--- src/rtl/fsp_pkg.sv ---
package fsp_pkg;

  localparam int MAX_DIM   = 16384;
  localparam int DIM_W     = $clog2(MAX_DIM + 1);
  localparam int FIELD_W   = 15;
  localparam int FUNC_W    = 3;
  localparam int XY_W      = 28;
  localparam int WH_W      = 29;
  localparam int PROD_W    = 2 * DIM_W;
  localparam int CFG_IDX_W = 1;

  typedef logic [DIM_W-1:0]   dim_t;
  typedef logic [PROD_W-1:0]  prod_t;
  typedef logic [FIELD_W-1:0] field_t;

  // present method codes
  localparam logic [FUNC_W-1:0] FUNC_DEFAULT   = 3'd0;
  localparam logic [FUNC_W-1:0] FUNC_CENTER    = 3'd1;
  localparam logic [FUNC_W-1:0] FUNC_ZOOM      = 3'd2;
  localparam logic [FUNC_W-1:0] FUNC_ZOOM_CROP = 3'd3;
  localparam logic [FUNC_W-1:0] FUNC_STRETCH   = 3'd4;

  // register indexes
  localparam logic [CFG_IDX_W-1:0] CFG_OUTPUT_WIDTH  = 1'd0;
  localparam logic [CFG_IDX_W-1:0] CFG_OUTPUT_HEIGHT = 1'd1;

  localparam field_t OUT_W_RESET = 15'd1920;
  localparam field_t OUT_H_RESET = 15'd1080;

  typedef enum logic [1:0] {
    KIND_CENTER,
    KIND_FIT,
    KIND_STRETCH,
    KIND_INVALID
  } kind_t;

  // per-item data riding alongside the divider
  typedef struct packed {
    kind_t kind;
    logic  crop;
    logic  fit_width;
    dim_t  ow;
    dim_t  oh;
    dim_t  sw;
    dim_t  sh;
  } side_t;

  function automatic dim_t clamp_dim(field_t v);
    if (v == '0) begin
      return dim_t'(1);
    end else if (int'(v) > MAX_DIM) begin
      return dim_t'(MAX_DIM);
    end else begin
      return dim_t'(v);
    end
  endfunction

  // signed halving that truncates toward zero
  function automatic logic signed [PROD_W:0] half_tz(logic signed [PROD_W:0] v);
    return (v + $signed({{PROD_W{1'b0}}, v[PROD_W]})) >>> 1;
  endfunction

endpackage

--- src/rtl/fsp_divider.sv ---
module fsp_divider import fsp_pkg::*; (
  input  logic  clk,
  input  logic  rst_n,
  input  logic  ce,
  input  logic  in_valid,
  input  prod_t in_num,
  input  dim_t  in_den,
  input  side_t in_side,
  output logic  out_valid,
  output prod_t out_quot,
  output side_t out_side
);

  // one quotient bit per stage, restoring
  localparam int STEPS = PROD_W;

  logic  v_r    [STEPS];
  dim_t  rem_r  [STEPS];
  prod_t q_r    [STEPS];
  dim_t  den_r  [STEPS];
  side_t side_r [STEPS];

  for (genvar k = 0; k < STEPS; k++) begin : g_step
    logic         v_in;
    dim_t         rem_in;
    prod_t        q_in;
    dim_t         den_in;
    side_t        side_in;
    logic [DIM_W:0] trial;
    logic         take;

    if (k == 0) begin : g_first
      assign v_in    = in_valid;
      assign rem_in  = '0;
      assign q_in    = in_num;
      assign den_in  = in_den;
      assign side_in = in_side;
    end else begin : g_next
      assign v_in    = v_r[k-1];
      assign rem_in  = rem_r[k-1];
      assign q_in    = q_r[k-1];
      assign den_in  = den_r[k-1];
      assign side_in = side_r[k-1];
    end

    assign trial = {rem_in, q_in[PROD_W-1]};
    assign take  = trial >= {1'b0, den_in};

    always_ff @(posedge clk) begin
      if (!rst_n) begin
        v_r[k] <= 1'b0;
      end else if (ce) begin
        v_r[k] <= v_in;
      end
    end

    always_ff @(posedge clk) begin
      if (ce) begin
        rem_r[k]  <= take ? DIM_W'(trial - {1'b0, den_in}) : DIM_W'(trial);
        q_r[k]    <= {q_in[PROD_W-2:0], take};
        den_r[k]  <= den_in;
        side_r[k] <= side_in;
      end
    end
  end

  assign out_valid = v_r[STEPS-1];
  assign out_quot  = q_r[STEPS-1];
  assign out_side  = side_r[STEPS-1];

endmodule

--- config.mk ---
export PLATFORM = sky130hd
export DESIGN_NAME = fsp_divider
export DESIGN_NICKNAME = d
export VERILOG_FILES = /design/src/rtl/fsp_pkg.sv /design/src/rtl/fsp_divider.sv
export SDC_FILE = /design/constraint.sdc
export NUM_CORES = 2
export LEC_CHECK = 0
export ABC_AREA = 1
export ABC_CLOCK_PERIOD_IN_PS = 2700
export BUFFER_PORTS_ARGS = -buffer_cell sky130_fd_sc_hd__buf_2
export CORE_AREA = 2 2 543 545
export CTS_CLUSTER_SIZE = 28
export DETAILED_ROUTE_END_ITERATION = 8
export DIE_AREA = 0 0 545 547
export GPL_TIMING_DRIVEN = 0
export HOLD_SLACK_MARGIN = 0.12
export PLACE_DENSITY = 0.73
export REMOVE_ABC_BUFFERS = 1
export SLEW_MARGIN = 10
export SYNTH_ARGS = -nofsm -noshare
export SYNTH_HDL_FRONTEND = slang
export SYNTH_SLANG_ARGS = --single-unit
--- constraint.sdc ---
create_clock -name clk -period 2.7 [get_ports clk]
set_input_delay 0.405 -clock clk [delete_from_list [all_inputs] [get_ports clk]]
set_output_delay 0.405 -clock clk [all_outputs]
set_load 0.01 [all_outputs]
# Yosys cells after proc, flatten, opt, wreduce, memory -nomap -nowiden
# Memories as Yosys holds them, arrays and structs flattened.
# Index checks and enable logic that the tools add are counted.
# Widths: inputs -> output; s select.
dict set report word_totals {
  inputBits 113
  n_memories 5
  out_inout_bits 95
  mem_bits_rw 3750
  regBits 0
}
# memory depth word_bits read_ports rd_ports_with_merged_regs wr line
set mem_list {}
lappend mem_list {side_r 30 64 30 0 30 fsp_divider.sv:21} ;# side_t side_r [STEPS];
lappend mem_list {q_r 30 30 30 0 30 fsp_divider.sv:19} ;# prod_t q_r [STEPS];
lappend mem_list {den_r 30 15 29 0 30 fsp_divider.sv:20} ;# dim_t den_r [STEPS];
lappend mem_list {rem_r 30 15 29 0 30 fsp_divider.sv:18} ;# dim_t rem_r [STEPS];
lappend mem_list {v_r 30 1 30 0 30 fsp_divider.sv:17} ;# logic v_r [STEPS];
dict set report op_classes {
  order_cmp 30
  bitwise_logic 30
  n_mux 65
  n_addsub 30
}
# operator n
set op_table {}
lappend op_table {{$ge 16x15->1} 29}
lappend op_table {{$mux 15} 30}
lappend op_table {{$sub 15x15->15} 29}
lappend op_table {{$mux 1} 35}
lappend op_table {{$or 1x1->1} 30}
lappend op_table {{$ge 1x15->1} 1}
lappend op_table {{$sub 1x15->15} 1}

# Depth between registers and ports, before layout
dict set report logic_depth {
  word_depth 4
  depth_mapped 14
  ltp_nobuf 13
}

# Worst setup path after synthesis
# No wires, ideal clock.
dict set report synth_path {
  kind {reg-to-reg}
  startpoint {memory den_r[0][90] (netlist bit)}
  endpoint {memory rem_r[0][118] (netlist bit) (data pin)}
  n_path_buf 1
  arrival_time_ns 1.764
  period_less_slack_ns 2.017
  setup_time_ns 0.253
  path_stages_with_launch 14
  setup_slack_ns 0.683
  t_required_ns 2.447
  path_cell_list {edfxtp_1 > ha_1 > fa_1 > inv_1 > nand2_1 > nand2_1 > nand3_1 > nand3_1 > nand2_1 > nand2_2 > inv_2 > buf_4 > nand2_1 > nand2_1}
}
# item line
set synth_lines {}
lappend synth_lines {{start, declared} fsp_divider.sv:20}
lappend synth_lines {{end, declared} fsp_divider.sv:18}

==> results.md <==
* Status: finished clean
* Internal Power at 115 mW
* Total CTS buffers at 371
* CTS tree: done
* Final hold vios at 0
* Top post-synthesis cells by area: edfxtp_1, nand2_1, inv_1, ha_1, nand3_1
* Clk_lat worst skew at 0.98 ns
* Top cell type by total area after synthesis: edfxtp_1
* Sequential share of the synthesized area at 0.767
* First-pass DRT Iterations at 7
* Req. time, crit path at 3.29 ns
* Global placer's final weighted congestion at 0.845
* Distinct cells, synth at 35
* Wirelength per Cell at 17.6 um
* Starting density of the core at 0.498
* Bufs on Longest Clock Path at 4
* Post-route ant nets at 0
* Vias at 75629
* Combinational share of power at 0.239
* Critical path endpoint category: flop
* Met1 WL at 121000 um
* DP Area at 0.152 sq mm
* Static leakage at 68.7 nW
* Most frequent cells in the layout: edfxtp_1, nand2_1, inv_1, nand3_1, nor2_1
* CTS clock-pin slew for the worst setup and hold paths at 0.07 ns
* Worst Setup EP: rem_r[1][74]
* Reg2reg path depth at 13
* Reg2Reg Capture Point: rem_r[1][74]
* CTS HTree Levels at 5
* Total GRT Usage at 0.184
* Ports at 208
* Ys Warns at 0
* Mapped cell area at 0.146 sq mm
* Die area at 0.298 sq mm
* Critical path peak fanout at 13
* Clock power frac at 0.305
* R2R setup slack at 0.12 ns
* Global-route wire length before repair at 425000 um
* Core Region at 0.293 sq mm
* Die boundary height at 547 um
* Final period util at 0.955
* Post-Layout Inst Area at 0.167 sq mm
* Sw Ratio at 0.310
* Final Critical Period at 2.58 ns
* Max Fclk at 0.388 GHz
* Synthesized area per cell at 13.6 sq um
* CP Launch Type: flop
* Die width at 545 um
* Worst slew pin tran at 0.919 ns
* Register area at 0.112 sq mm
* Overall power at 167 mW
* Met2 WL post-DR at 139000 um
* Number of global-route vias before repair at 75375
* Most common cell after layout, fill and taps aside: edfxtp_1
* Highest Signal Layer: met4
* Power density over cell area at 996 mW/mm^2
* DR vias/cell at 4.80
* Reg-to-reg critical path startpoint: q_r[1][119]
* Area delta synth->final at 14.8%
* Seq pwr share at 0.456
* Met3 WL at 9040 um
* Rows at 199
* RSZ-0062 raised after global routing: false
* Arr. time, crit path at 3.17 ns
* Layout cells sized above 1 at 0.0822
* # Max-Cap Violations at 0
* Post-synth top area share at 0.766
* FF+latch count, synth at 3720
* Final Max Slew Viols at 0
* DRC viols at 0
* Nets at 12104
* Max_slew headroom at 0.385
* CTS root buf: clkbuf_16
* Setup Skew at 0.111 ns
* Placed wire-length estimate at 174000 um
* Multi-input logic area at 0.0275 sq mm
* Kind of critical path: flop to flop
* Critical Path Source: q_r[1][119]
* Largest net degree at the start of global routing at 122
* Grt ovf at 0
* Number of port buffers at 207
* FILL cells at 23037
* Antenna violations before repair at 6
* Hold WC Path Type: input pin to flop
* Drt total wl at 277000 um
* P_sw at 51.7 mW
* Final Setup Violations at 0
* Peak supply drop at 0.000585 V
* DR iter-0 viols at 5517
* Clock sinks at 3720
* Post-Syn Instances at 10733
==> power groups by stage <==
stage               clock network [mW]  registers [mW]  logic (mW)
finish                            50.8            76.0        39.8
global route                      54.3            76.6        45.8
CTS                               52.1            76.1        39.4
detailed placement                   0            77.1        38.6
global placement                     0            76.4        32.1
floorplan                            0            75.3        27.5
==> worst min-delay path by stage <==
stage               cells after the start  slack (ns)         from             end
finish                                  3        0.16           ce  side_r[0][145]
global route                            3        0.14           ce  side_r[1][295]
CTS                                     1       -0.14           ce  side_r[0][209]
detailed placement                      0        0.40   q_r[0][77]     q_r[0][108]
global placement                        0        0.40  q_r[0][474]      q_r[1][25]
floorplan                               0        0.40   q_r[0][69]     q_r[0][100]
==> per-layer routing <==
metal  up-vias  track usage
met5         -            0
met4         0       0.0560
met3       445       0.0220
met2      1213        0.317
met1     35948        0.244
li1      38023            -
==> cells in the mapped netlist, drive strengths merged <==
| cell | n |
|---|---|
| nand3 | 551 |
| o21ai | 129 |
| nand3b | 57 |
| nor3 | 12 |
| or2 | 50 |
| and2 | 84 |
| fa | 28 |
| a21oi | 161 |
| xnor2 | 14 |
| inv | 1691 |
| nor4 | 3 |
| nand4 | 144 |
| clkbuf | 3 |
| o21a | 1 |
| buf | 57 |
| edfxtp | 3719 |
| ha | 437 |
| xor2 | 135 |
| nand2 | 2945 |
| nor3b | 1 |
| nor2 | 510 |
| dfxtp | 1 |
==> kinds of logic (layout without fill, tap and decap cells) <==
family / count (synthesis) / in the layout / share of synthesized area
buf+inv: 1751 / 2842 / 0.0469
other cells: 0 / 2 / 0
flops: 3720 / 3720 / 0.767
simple gates: 4357 / 4361 / 0.126
xor+xnor: 149 / 149 / 0.00896
fa+ha+maj: 465 / 465 / 0.0414
compound gates: 291 / 291 / 0.0106
==> final cells by class <==
| type | count | area share |
|---|---|---|
| Antenna cell | 2 | 0.0000299 |
| Clock buffer | 455 | 0.0578 |
| Clock inverter | 220 | 0.0145 |
| Inverter | 1691 | 0.0380 |
| Multi-Input combinational cell | 5266 | 0.164 |
| Sequential cell | 3720 | 0.668 |
| Tap cell | 3919 | 0.0293 |
| Timing Repair Buffer | 476 | 0.0285 |
==> flip-flops by register name (all words and copies together), names as in the netlist <==
register,cells
den_r,435
q_r,900
rem_r,435
side_r,1920
v_r,30
==> through the flow <==
| step | instances | hold WS [ns] | setup WS, ns | setup TNS [ns] | utilization |
|---|---|---|---|---|---|
| 3_3_place_gp | 14799 | 0.400 | -79.69 | - | 0.517 |
| 6_report | 15749 | 0.161 | 0.121 | 0 | 0.572 |
| 5_1_grt | 15749 | 0.138 | 0.00469 | 0 | 0.572 |
| 2_1_floorplan | 10673 | 0.400 | 0.671 | 0 | - |
| 4_1_cts | 15699 | -0.135 | -0.0216 | -0.0386 | 0.569 |
| 3_5_place_dp | 14824 | 0.405 | -2.74 | -4044.73 | 0.519 |
==> timing repair <==
action / 4_1_cts / 5_1_grt
endpoints found under the setup margin: 2089 / 857
hold endpoints to repair: 280 / 97
cloned: 25 / 5
buffers inserted: 2 / 34
gates resized for setup: 28 / 32
pin swaps: 1 / 9
hold buffers: 173 / 9
==> worst max-delay path, cell delays in order, from the launching register on <==
cell and delay [ns]:
edfxtp_1 0.51, inv_1 0.11, ha_1 0.25, fa_1 0.40
inv_1 0.10, nand2_1 0.08, nand2_1 0.08, nand3_1 0.11
nand3_1 0.11, nand2_1 0.08, nand2_4 0.10, inv_2 0.13
nand2_1 0.09, nand2_1 0.15
No activity file was read; power rests on OpenSTA's default activity.
